<file path="config.mk">
export PLATFORM = sky130hd
export DESIGN_NAME = xor_checksum_packet_framer_flat
export DESIGN_NICKNAME = d
export VERILOG_FILES = /design/src/design/xcpf_pkg.sv /design/src/design/xcpf_stream_if.sv /design/src/design/xor_checksum_packet_framer.sv /design/src/design/xcpf_cfg_regs.sv /design/src/design/xcpf_framer.sv /design/src/design/xcpf_tx_burst.sv /design/src/flat_wrapper.sv
export SDC_FILE = /design/constraint.sdc
export NUM_CORES = 1
export LEC_CHECK = 0
export BUFFER_PORTS_ARGS = -buffer_cell sky130_fd_sc_hd__buf_2
export CORE_MARGIN = 1
export CORE_UTILIZATION = 30
export DETAILED_ROUTE_END_ITERATION = 7
export GPL_TIMING_DRIVEN = 0
export PLACE_DENSITY = 0.52
export SLEW_MARGIN = 25
export SYNTH_ARGS = -nofsm -noshare
export SYNTH_HDL_FRONTEND = slang
export SYNTH_SLANG_ARGS = --single-unit
</file>
<file path="constraint.sdc">
create_clock -name clk_i -period 8.2 [get_ports clk_i]
set_input_delay 0.82 -clock clk_i [delete_from_list [all_inputs] [get_ports clk_i]]
set_output_delay 0.82 -clock clk_i [all_outputs]
set_load 0.01 [all_outputs]
</file>
<file path="src/design/xcpf_pkg.sv">
// ----------------------------------------------------------------------------
// xcpf_pkg
// Types and constants of the XOR checksum packet framer.
// ----------------------------------------------------------------------------
`timescale 1ns / 1ps

package xcpf_pkg;

  localparam int unsigned ByteW      = 8;
  localparam int unsigned LenW       = 16;
  localparam int unsigned MaxResults = 5;
  localparam int unsigned CntW       = $clog2(MaxResults + 1);

  // configuration register indexes
  localparam logic CfgStartMarker    = 1'b0;
  localparam logic CfgLengthOverhead = 1'b1;

  // configuration reset values
  localparam logic [ByteW-1:0] StartMarkerRst    = 8'h02;
  localparam logic [ByteW-1:0] LengthOverheadRst = 8'h05;

  // input item kinds
  localparam logic KindStart   = 1'b0;
  localparam logic KindPayload = 1'b1;

  // protocol error codes
  typedef enum logic [1:0] {
    ErrNone    = 2'd0,
    ErrStray   = 2'd1,
    ErrAbandon = 2'd2
  } err_e;

  // configuration register contents
  typedef struct packed {
    logic [ByteW-1:0] start_marker;
    logic [ByteW-1:0] length_overhead;
  } cfg_t;

  // one accepted input request
  typedef struct packed {
    logic             kind;
    logic [ByteW-1:0] command;
    logic [LenW-1:0]  payload_len;
    logic [ByteW-1:0] data_byte;
  } item_t;

  // all bytes that one request sends
  typedef struct packed {
    logic [MaxResults-1:0][ByteW-1:0] bytes;
    logic [CntW-1:0]                  count;
    logic                             chk;
    err_e                             err;
  } burst_t;

endpackage

</file>
<file path="src/design/xcpf_stream_if.sv">
// ----------------------------------------------------------------------------
// xcpf_stream_if
// Valid/ready channels of the packet framer: request side and byte side.
// ----------------------------------------------------------------------------
`timescale 1ns / 1ps

interface xcpf_in_if;
  logic        valid;
  logic        ready;
  logic        kind;
  logic [7:0]  command;
  logic [15:0] payload_len;
  logic [7:0]  data_byte;

  modport source (output valid, kind, command, payload_len, data_byte, input ready);
  modport sink (input valid, kind, command, payload_len, data_byte, output ready);
  modport monitor (input valid, ready, kind, command, payload_len, data_byte);
endinterface

interface xcpf_out_if;
  logic       valid;
  logic       ready;
  logic [7:0] tx_byte;
  logic       run_last;
  logic       is_checksum;
  logic [1:0] protocol_error;

  modport source (output valid, tx_byte, run_last, is_checksum, protocol_error,
                  input ready);
  modport sink (input valid, tx_byte, run_last, is_checksum, protocol_error,
                output ready);
  modport monitor (input valid, ready, tx_byte, run_last, is_checksum, protocol_error);
endinterface

</file>
<file path="src/design/xor_checksum_packet_framer.sv">
// A request enters every cycle that the request register is free. Each
// request becomes a burst of bytes in the result register, which the byte
// port sends one per cycle while the sink is ready: a payload request gives
// one byte (two when it closes the packet with the checksum), a start request
// gives four bytes (five for an empty packet), and a stray payload byte gives
// one. The single byte-wide output port sets the rate; the request register
// lets the next request wait while a burst drains. No clearing pass after reset.
// ----------------------------------------------------------------------------
// xor_checksum_packet_framer
// Frames packets with start marker, 16-bit length, command, payload and a
// closing XOR checksum.
// ----------------------------------------------------------------------------
`timescale 1ns / 1ps

module xor_checksum_packet_framer import xcpf_pkg::*; (
  input  logic             clk_i,
  input  logic             rst_ni,
  input  logic             cfg_we_i,
  input  logic             cfg_idx_i,
  input  logic [ByteW-1:0] cfg_data_i,
  xcpf_in_if.sink          in_i,
  xcpf_out_if.source       out_o
);

  cfg_t   cfg;
  logic   burst_valid;
  logic   burst_ready;
  burst_t burst;

  // configuration registers
  xcpf_cfg_regs u_cfg (
    .clk_i      (clk_i),
    .rst_ni     (rst_ni),
    .cfg_we_i   (cfg_we_i),
    .cfg_idx_i  (cfg_idx_i),
    .cfg_data_i (cfg_data_i),
    .cfg_o      (cfg)
  );

  // request register and framing logic
  xcpf_framer u_framer (
    .clk_i         (clk_i),
    .rst_ni        (rst_ni),
    .cfg_i         (cfg),
    .in_i          (in_i),
    .burst_valid_o (burst_valid),
    .burst_ready_i (burst_ready),
    .burst_o       (burst)
  );

  // result register and byte serializer
  xcpf_tx_burst u_tx (
    .clk_i         (clk_i),
    .rst_ni        (rst_ni),
    .burst_valid_i (burst_valid),
    .burst_ready_o (burst_ready),
    .burst_i       (burst),
    .out_o         (out_o)
  );

endmodule

</file>
<file path="src/design/xcpf_cfg_regs.sv">
// ----------------------------------------------------------------------------
// xcpf_cfg_regs
// Start marker and length overhead registers with a plain write port.
// ----------------------------------------------------------------------------
`timescale 1ns / 1ps

module xcpf_cfg_regs import xcpf_pkg::*; (
  input  logic             clk_i,
  input  logic             rst_ni,
  input  logic             cfg_we_i,
  input  logic             cfg_idx_i,
  input  logic [ByteW-1:0] cfg_data_i,
  output cfg_t             cfg_o
);

  cfg_t cfg_d, cfg_q;

  // decode the write
  always_comb begin
    cfg_d = cfg_q;
    if (cfg_we_i) begin
      case (cfg_idx_i)
        CfgStartMarker:    cfg_d.start_marker    = cfg_data_i;
        CfgLengthOverhead: cfg_d.length_overhead = cfg_data_i;
        default:           cfg_d = cfg_q;
      endcase
    end
  end

  always_ff @(posedge clk_i or negedge rst_ni) begin
    if (!rst_ni) begin
      cfg_q.start_marker    <= StartMarkerRst;
      cfg_q.length_overhead <= LengthOverheadRst;
    end else begin
      cfg_q <= cfg_d;
    end
  end

  assign cfg_o = cfg_q;

endmodule

</file>
<file path="src/design/xcpf_framer.sv">
// ----------------------------------------------------------------------------
// xcpf_framer
// Input register, packet state and the logic that turns one request into
// a burst of bytes.
// ----------------------------------------------------------------------------
`timescale 1ns / 1ps

module xcpf_framer import xcpf_pkg::*; (
  input  logic      clk_i,
  input  logic      rst_ni,
  input  cfg_t      cfg_i,
  xcpf_in_if.sink   in_i,
  output logic      burst_valid_o,
  input  logic      burst_ready_i,
  output burst_t    burst_o
);

  item_t            item_q;
  logic             item_valid_q, item_valid_d;
  logic             open_q, open_d;
  logic [LenW-1:0]  rem_q, rem_d;
  logic [ByteW-1:0] xor_q, xor_d;

  logic             in_fire;
  logic             move;
  logic [LenW-1:0]  total;
  logic [ByteW-1:0] hdr_xor;
  logic [ByteW-1:0] data_xor;
  logic             last_byte;
  burst_t           burst;

  // request register hand-off
  assign move     = item_valid_q && burst_ready_i;
  assign in_i.ready = !item_valid_q || move;
  assign in_fire  = in_i.valid && in_i.ready;
  assign item_valid_d = in_fire ? 1'b1 : (move ? 1'b0 : item_valid_q);

  // length field and checksum terms
  assign total     = {{(LenW-ByteW){1'b0}}, cfg_i.length_overhead} + item_q.payload_len;
  assign hdr_xor   = total[LenW-1:ByteW] ^ total[ByteW-1:0] ^ item_q.command;
  assign data_xor  = xor_q ^ item_q.data_byte;
  assign last_byte = (rem_q == {{(LenW-1){1'b0}}, 1'b1});

  // build the burst and next packet state
  always_comb begin
    burst  = '0;
    burst.err = ErrNone;
    open_d = open_q;
    rem_d  = rem_q;
    xor_d  = xor_q;
    case (item_q.kind)
      KindStart: begin
        burst.bytes[0] = cfg_i.start_marker;
        burst.bytes[1] = total[LenW-1:ByteW];
        burst.bytes[2] = total[ByteW-1:0];
        burst.bytes[3] = item_q.command;
        burst.bytes[4] = hdr_xor;
        burst.err      = open_q ? ErrAbandon : ErrNone;
        xor_d          = hdr_xor;
        rem_d          = item_q.payload_len;
        if (item_q.payload_len == '0) begin
          // empty packet closes at once
          burst.count = CntW'(5);
          burst.chk   = 1'b1;
          open_d      = 1'b0;
        end else begin
          burst.count = CntW'(4);
          open_d      = 1'b1;
        end
      end
      KindPayload: begin
        if (!open_q) begin
          // stray payload byte, state untouched
          burst.count = CntW'(1);
          burst.err   = ErrStray;
        end else begin
          burst.bytes[0] = item_q.data_byte;
          burst.bytes[1] = data_xor;
          xor_d          = data_xor;
          rem_d          = rem_q - {{(LenW-1){1'b0}}, 1'b1};
          burst.count    = last_byte ? CntW'(2) : CntW'(1);
          burst.chk      = last_byte;
          open_d         = !last_byte;
        end
      end
      default: burst = '0;
    endcase
  end

  // control and packet state
  always_ff @(posedge clk_i or negedge rst_ni) begin
    if (!rst_ni) begin
      item_valid_q <= 1'b0;
      open_q       <= 1'b0;
      rem_q        <= '0;
      xor_q        <= '0;
    end else begin
      item_valid_q <= item_valid_d;
      if (move) begin
        open_q <= open_d;
        rem_q  <= rem_d;
        xor_q  <= xor_d;
      end
    end
  end

  // request payload register
  always_ff @(posedge clk_i) begin
    if (in_fire) begin
      item_q.kind        <= in_i.kind;
      item_q.command     <= in_i.command;
      item_q.payload_len <= in_i.payload_len;
      item_q.data_byte   <= in_i.data_byte;
    end
  end

  assign burst_valid_o = item_valid_q;
  assign burst_o       = burst;

endmodule

</file>
<file path="src/design/xcpf_tx_burst.sv">
// ----------------------------------------------------------------------------
// xcpf_tx_burst
// Result register that holds one burst and hands it out a byte at a time.
// ----------------------------------------------------------------------------
`timescale 1ns / 1ps

module xcpf_tx_burst import xcpf_pkg::*; (
  input  logic       clk_i,
  input  logic       rst_ni,
  input  logic       burst_valid_i,
  output logic       burst_ready_o,
  input  burst_t     burst_i,
  xcpf_out_if.source out_o
);

  burst_t          burst_q;
  logic            valid_q, valid_d;
  logic [CntW-1:0] idx_q, idx_d;
  logic            last;
  logic            out_fire;
  logic            load;

  // position in the burst
  assign last          = (idx_q == burst_q.count - CntW'(1));
  assign out_fire      = valid_q && out_o.ready;
  assign burst_ready_o = !valid_q || (out_fire && last);
  assign load          = burst_valid_i && burst_ready_o;

  always_comb begin
    valid_d = valid_q;
    idx_d   = idx_q;
    if (load) begin
      valid_d = 1'b1;
      idx_d   = '0;
    end else if (out_fire) begin
      if (last) begin
        valid_d = 1'b0;
      end else begin
        idx_d = idx_q + CntW'(1);
      end
    end
  end

  always_ff @(posedge clk_i or negedge rst_ni) begin
    if (!rst_ni) begin
      valid_q <= 1'b0;
      idx_q   <= '0;
    end else begin
      valid_q <= valid_d;
      idx_q   <= idx_d;
    end
  end

  always_ff @(posedge clk_i) begin
    if (load) begin
      burst_q <= burst_i;
    end
  end

  // byte side
  assign out_o.valid          = valid_q;
  assign out_o.tx_byte        = burst_q.bytes[idx_q];
  assign out_o.run_last       = last;
  assign out_o.is_checksum    = last && burst_q.chk;
  assign out_o.protocol_error = burst_q.err;

endmodule

</file>
<file path="src/flat_wrapper.sv">
// flat-port wrapper written by rule: the top's interface ports become plain ports
module xor_checksum_packet_framer_flat import xcpf_pkg::*;
  (clk_i, rst_ni, cfg_we_i, cfg_idx_i, cfg_data_i, in_i_valid, in_i_kind, in_i_command, in_i_payload_len, in_i_data_byte, in_i_ready, out_o_valid, out_o_tx_byte, out_o_run_last, out_o_is_checksum, out_o_protocol_error, out_o_ready);
  xcpf_in_if in_i_i ();
  xcpf_out_if out_o_i ();
  input  logic clk_i;
  input  logic rst_ni;
  input  logic cfg_we_i;
  input  logic cfg_idx_i;
  input  logic [ByteW-1:0] cfg_data_i;
  input wire logic [$bits(in_i_i.valid)-1:0] in_i_valid;
  input wire logic [$bits(in_i_i.kind)-1:0] in_i_kind;
  input wire logic [$bits(in_i_i.command)-1:0] in_i_command;
  input wire logic [$bits(in_i_i.payload_len)-1:0] in_i_payload_len;
  input wire logic [$bits(in_i_i.data_byte)-1:0] in_i_data_byte;
  output wire logic [$bits(in_i_i.ready)-1:0] in_i_ready;
  output wire logic [$bits(out_o_i.valid)-1:0] out_o_valid;
  output wire logic [$bits(out_o_i.tx_byte)-1:0] out_o_tx_byte;
  output wire logic [$bits(out_o_i.run_last)-1:0] out_o_run_last;
  output wire logic [$bits(out_o_i.is_checksum)-1:0] out_o_is_checksum;
  output wire logic [$bits(out_o_i.protocol_error)-1:0] out_o_protocol_error;
  input wire logic [$bits(out_o_i.ready)-1:0] out_o_ready;
  assign in_i_i.valid = in_i_valid;
  assign in_i_i.kind = in_i_kind;
  assign in_i_i.command = in_i_command;
  assign in_i_i.payload_len = in_i_payload_len;
  assign in_i_i.data_byte = in_i_data_byte;
  assign in_i_ready = in_i_i.ready;
  assign out_o_valid = out_o_i.valid;
  assign out_o_tx_byte = out_o_i.tx_byte;
  assign out_o_run_last = out_o_i.run_last;
  assign out_o_is_checksum = out_o_i.is_checksum;
  assign out_o_protocol_error = out_o_i.protocol_error;
  assign out_o_i.ready = out_o_ready;
  xor_checksum_packet_framer u_core (.clk_i(clk_i), .rst_ni(rst_ni), .cfg_we_i(cfg_we_i), .cfg_idx_i(cfg_idx_i), .cfg_data_i(cfg_data_i), .in_i(in_i_i), .out_o(out_o_i));
endmodule
</file>
# [Yosys cells after proc, flatten, opt, wreduce, memory -nomap -nowiden]
# Index checks and enable logic that the tools add are counted.
# Widths: inputs -> output; s select.
[word_totals] register_bits=125 output_inout_bits=14 input_bits=47 word_cells=79
[op_classes] add_sub_neg=4 eq_ne=4 magnitude_cmp=1 n_reduce_logical=19 bitwise=5 mux=26
[op_table] cell="$pmux 22 s2" n=1
[op_table] cell="$mux 16" n=2
[op_table] cell="$pmux 16 s2" n=1
[op_table] cell="$bmux 8 s3" n=1
[op_table] cell="$xor 8x8->8" n=3
[op_table] cell="$add 8x16->16" n=1
[op_table] cell="$eq 16x1->1 const B" n=1
[op_table] cell="$logic_not 16->1" n=1
[op_table] cell="$mux 8" n=2
[op_table] cell="$pmux 8 s2" n=1
[op_table] cell="$sub 16x1->16 const B" n=1
[op_table] cell="$mux 1" n=11
[op_table] cell="$reduce_and 2->1" n=5
[op_table] cell="$mux 3" n=3
[op_table] cell="$mux 2" n=3
[op_table] cell="$reduce_bool 2->1" n=3
[op_table] cell="$logic_and 1x1->1" n=5
[op_table] cell="$lt 3x4->1 const B" n=1
[op_table] cell="$ne 2x1->1 const B" n=2
[op_table] cell="$add 3x1->3 const B" n=1
[op_table] cell="$eq 3x3->1" n=1
[op_table] cell="$logic_not 1->1" n=3
[op_table] cell="$sub 3x1->3 const B" n=1
[op_table] cell="$logic_or 1x1->1" n=2
[op_table] cell="other kinds (2)" n=3

# [Longest topological paths before layout]
[depth] depth_word=8 mapped_depth=9 depth_no_buf=9

# [By module]
# Synthesis repeated with hierarchy kept, for this count alone.
[hier_totals] hier_cells=533 hier_area_um2=6283.5
[modules_own_cells] mod="xcpf_framer" area_each_um2=3580.9 n_inst=1 cells_per_inst=374 seq_area_each_um2=1641.6
[modules_own_cells] mod="xcpf_tx_burst" area_each_um2=2057.0 n_inst=1 cells_per_inst=124 seq_area_each_um2=1481.4
[modules_own_cells] mod="xcpf_cfg_regs" area_each_um2=645.6 n_inst=1 cells_per_inst=35 seq_area_each_um2=404.1

# [Least setup slack after synthesis]
# OpenSTA, ideal clock, no wires.
[synth_path] path_kind="in2reg" startpoint="input out_o_ready" endpoint="register u_core.u_tx.burst_q[10] in the netlist's numbering (enable)" setup_time_ns=0.428 setup_slack_ns=5.043 path_stages=4 t_required_ns=7.772 arrival_time_ns=2.728 n_path_buf=1 cell_sequence="and2_1 > a41oi_2 > inv_1 > clkbuf_1"
[synth_between] elab_chain_cells=4
[synth_rtl] item="start, declared" line_no="flat_wrapper.sv:22" rtl="input wire logic [$bits(out_o_i.ready)-1:0] out_o_ready;"
[synth_rtl] item="$logic_and 1x1->1" line_no="xcpf_tx_burst.sv:25" rtl="assign out_fire = valid_q && out_o.ready;"
[synth_rtl] item="$logic_and 1x1->1" line_no="xcpf_tx_burst.sv:26" rtl="assign burst_ready_o = !valid_q || (out_fire && last);"
[synth_rtl] item="$logic_or 1x1->1" line_no="xcpf_tx_burst.sv:26"
[synth_rtl] item="$logic_and 1x1->1"
[synth_rtl] item="named net u_core.u_framer.move" line_no="xcpf_framer.sv:25" rtl="logic move;"
[synth_rtl] item="end signal, assigned" line_no="xcpf_tx_burst.sv:56" rtl="burst_q <= burst_i;"
[synth_rtl] item="end, declared" line_no="xcpf_tx_burst.sv:16" rtl="burst_t burst_q;"
# The timed path passes the listed nets, and every way through them passes these cells.
# A chain may end at the register's enable or synchronous reset.

# [Worst setup path after layout]
[layout_path] startpoint="register u_core.u_tx.idx_q[2]" endpoint="output out_o_tx_byte[6]"
[layout_between] elab_chain_cells=2
[layout_rtl] item="start, declared" line_no="xcpf_tx_burst.sv:18" rtl="logic [CntW-1:0] idx_q, idx_d;"
[layout_rtl] item="start signal, assigned" line_no="xcpf_tx_burst.sv:50" rtl="idx_q <= idx_d;"
[layout_rtl] item="$bmux 8 s3" line_no="xcpf_tx_burst.sv:62" rtl="assign out_o.tx_byte = burst_q.bytes[idx_q];"
[layout_rtl] item="$mux 8 (implied by the code)" line_no="xcpf_tx_burst.sv:62"
[layout_rtl] item="end, declared" line_no="flat_wrapper.sv:18" rtl="output wire logic [$bits(out_o_i.tx_byte)-1:0] out_o_tx_byte;"
# No other way between the ends. The select of a mux whose other input is x is not followed.

==> flow_summary.yaml <==
run_status:
  status: "finished, final reports clean"
cts:
  cts_setup_buffers: 0
  clk_pin_slew_ps: 60
  cts_tree: "done"
  clockBufferDepth: 2
  ctsResizeCount: 0
  numCtsBuffers: 17
  htreeDepth: 4
  cts_root_buf: "clkbuf_16"
  insertion_delay_ps: 430
  cts_hold_buf: 0
  clkSinkCount: 125
synthesis:
  synth_mux_area_share_pct: 5.02
  yosysSeqAreaShare_pct: 56.3
  synth_fa_ha_area_share_pct: 2.72
  synth_xor_area_share_pct: 6.99
  syn_nets: 589
  synth_edf_count: 79
  syn_inst: 529
  synth_compound_area_share_pct: 13.3
  synth-simple-area-share_pct: 12.6
  ys_ff_latch: 125
  ys.warnings.count: 0
  syn_avg_cell_area_um2: 11.8
  netlist_area_um2: 6260
  ys.flop_type: "edfxtp_1"
  async_flop_share_pct: 36.8
  synth_top_family_by_area: "compound AO/OA/AOI/OAI gates"
  synth_cell_types: 60
sta:
  period_needed_ps: 3220
  holdWs_ps: 424
  fmax_mhz: 311
  final_min_period_over_clock_period_pct: 39.2
  final.setup_skew_ps: 8.53
  hold_viol_final: 0
  grt_setup_unrepaired: "no"
  drv_slew: 0
  worst-slew-pin-transition_ps: 776
  maxSlewHeadroom_pct: 48.1
  setup-tns-final_ps: 0
  finalSetupViolCount: 0
cells_and_area:
  drive_gt1_share_pct: 21.7
  final-seq-area_um2: 3530
  diodes: 0
  multiInputGateArea_um2: 2550
  layout.nets: 670
  syn2layout_area_growth_pct: 19.8
  nFillCells: 2008
  utilization_pct: 36.8
  fin_cells: 893
grt:
  grt_pass1_vias: 4532
  antenna_found_initial: 0
  grt_first_pass_wirelength_mm: 26.3
  track_usage_pct: 16.5
  grt_max_degree: 47
  grt_remaining_overflow: 0
  grt_use_met1_pct: 21.4
  grtUsageMet3_pct: 3.19
  met2_usage_pct: 26.8
  grt-busiest-layer: "met2"
critical_path:
  r2r_cells: 9
  start_kind: "register"
  critical_path.endpoint: "out_o_tx_byte[6]"
  cp.required_ps: 7380
  crit_path_end_kind: "primary output"
  crit_chain: "clkbuf_1 > nor3b_2 > nand2_1 > o21ai_0 > buf_2"
  path_class: "reg2out"
  rrSetupSlack_ps: 5330
  r2r-end: "u_core.u_framer.xor_q[4]"
  cpPeakStageDelay_ps: 680
  slowest_stage: "nor3b_2"
  arrival_ps: 2400
  cp_max_fo: 10
  cp-startpoint: "u_core.u_tx.idx_q[2]"
  reg2reg_from: "u_core.u_cfg.cfg_o[0]"
floorplan:
  initial_core_util_pct: 30.7
  die_w_um: 146
  design.die.area_um2: 21500
  io_pins: 61
  core_area_um2: 20400
  num_rows: 52
  die_y_um: 146
routing:
  dr.pass1.iters: 4
  ant_nets: 0
  wirelength_mm: 16.6
  drc: 0
  routedWlPerCell_um: 18.6
  via_per_inst: 4.97
  drt_first_iter_violations: 262
  dr_total_vias: 4436
min_path:
  min_path_type: "in2async"
power_and_ir_drop:
  power_mw: 2.61
  leakage_nw: 2.88
  ir_drop_v: 0.000163
  power_density_nw_per_um2: 348
placement:
  place_congestion: 0.841
  place.detailed.hpwl_mm: 12.1
  place_inst: 861
  io_buffers: 60
job:
  drv_cap: 0
## how the worst min path moves through the flow
| stage | from | endpoint | slack [ps] | cells past startpoint |
|---|---|---|---|---|
| floorplan | u_core.u_cfg.cfg_o[13] | u_core.u_cfg.cfg_o[13] | 480 | 1 |
| global placement | u_core.u_cfg.cfg_o[7] | u_core.u_cfg.cfg_o[7] | 510 | 1 |
| detailed placement | u_core.u_cfg.cfg_o[4] | u_core.u_cfg.cfg_o[4] | 520 | 1 |
| CTS | rst_ni | u_core.u_framer.rem_q[6] | 450 | 1 |
| global route | rst_ni | u_core.u_framer.rem_q[11] | 470 | 1 |
| finish | rst_ni | u_core.u_framer.rem_q[11] | 420 | 1 |
## area by class of cell
type	count	share of cell area (%)
Buffer	23	1.38
Clock buffer	22	5.92
Clock inverter	10	1.30
Inverter	23	1.15
Multi-Input combinational cell	358	34.0
Sequential cell	125	47.0
Tap cell	270	4.50
Timing Repair Buffer	62	4.67
## critical path: cells and delay by family, from the launching register on
kind            cells  cell delay, ps
simple gates        2             780
buf+inv             2             670
compound gates      1             160
flops               1             360
## routing by layer
metal	up-vias	wire, um
li1	2133	-
met1	2170	7710
met2	108	7830
met3	25	710
met4	0	363
met5	-	0
## flip-flops by register name (all words and copies together) (netlist names)
register / cells
u_core.u_tx.burst_q: 44
u_core.u_framer.item_q: 33
u_core.u_cfg.cfg_o: 16
u_core.u_framer.rem_q: 16
u_core.u_framer.xor_q: 8
u_core.u_tx.idx_q: 3
u_core.u_tx.out_o.protocol_error: 2
u_core.u_framer.burst_valid_o: 1
u_core.u_framer.open_q: 1
u_core.u_tx.out_o.valid: 1
## stage by stage
stage	worst slack (ps)	area [um2]
finish	4980	7500
CTS	4930	7500
global placement	3970	6900
global route	4800	7500
floorplan	5040	6260
detailed placement	5360	6960
## cells in the mapped netlist, types with 7 or more instances
library cell  instances  share of area (%)
xor2_1               10                1.4
mux4_2                8                2.9
clkbuf_1             18                1.1
nor4_1               11                1.1
o22ai_1              21                2.1
mux2_2               11                2.0
edfxtp_1             79                 38
nor2b_1              13                1.3
a21o_1                8               0.96
and2_1                7               0.70
a21oi_1              25                2.0
and3_1                9               0.90
inv_1                22                1.3
ha_1                 12                2.4
o211ai_1              7               0.84
nor2_1               33                2.0
nand3_1              25                2.0
dfrtp_1              43                 17
o21ai_0              44                3.5
xnor2_1              27                3.8
nand2_1              30                1.8
## where the power goes
group	internal (mW)	leakage [nW]	total, mW	switching, mW
combinational	0.384	1.33	0.915	0.530
clock	0.441	0.270	0.708	0.267
sequential	0.865	1.28	0.991	0.126
total	1.69	2.88	2.61	0.924
## kinds of logic (layout without fill, tap and decap cells)
logic type | after synthesis | in the layout
compound gates | 129 | 129
xor+xnor | 42 | 42
fa+ha+maj | 13 | 13
buf+inv | 46 | 140
flops | 125 | 125
mux | 20 | 20
simple gates | 154 | 154
## cells in the final DEF, fill, tap and decap left out, drive strengths merged, types with 25 or more instances in the layout
master and n:
a21oi 27, buf 67, clkbuf 40, dfrtp 43, edfxtp 79, nand2 30, nand3 25, nor2 34
o21ai 44, xnor2 27
(Power assumes the default switching activity.)
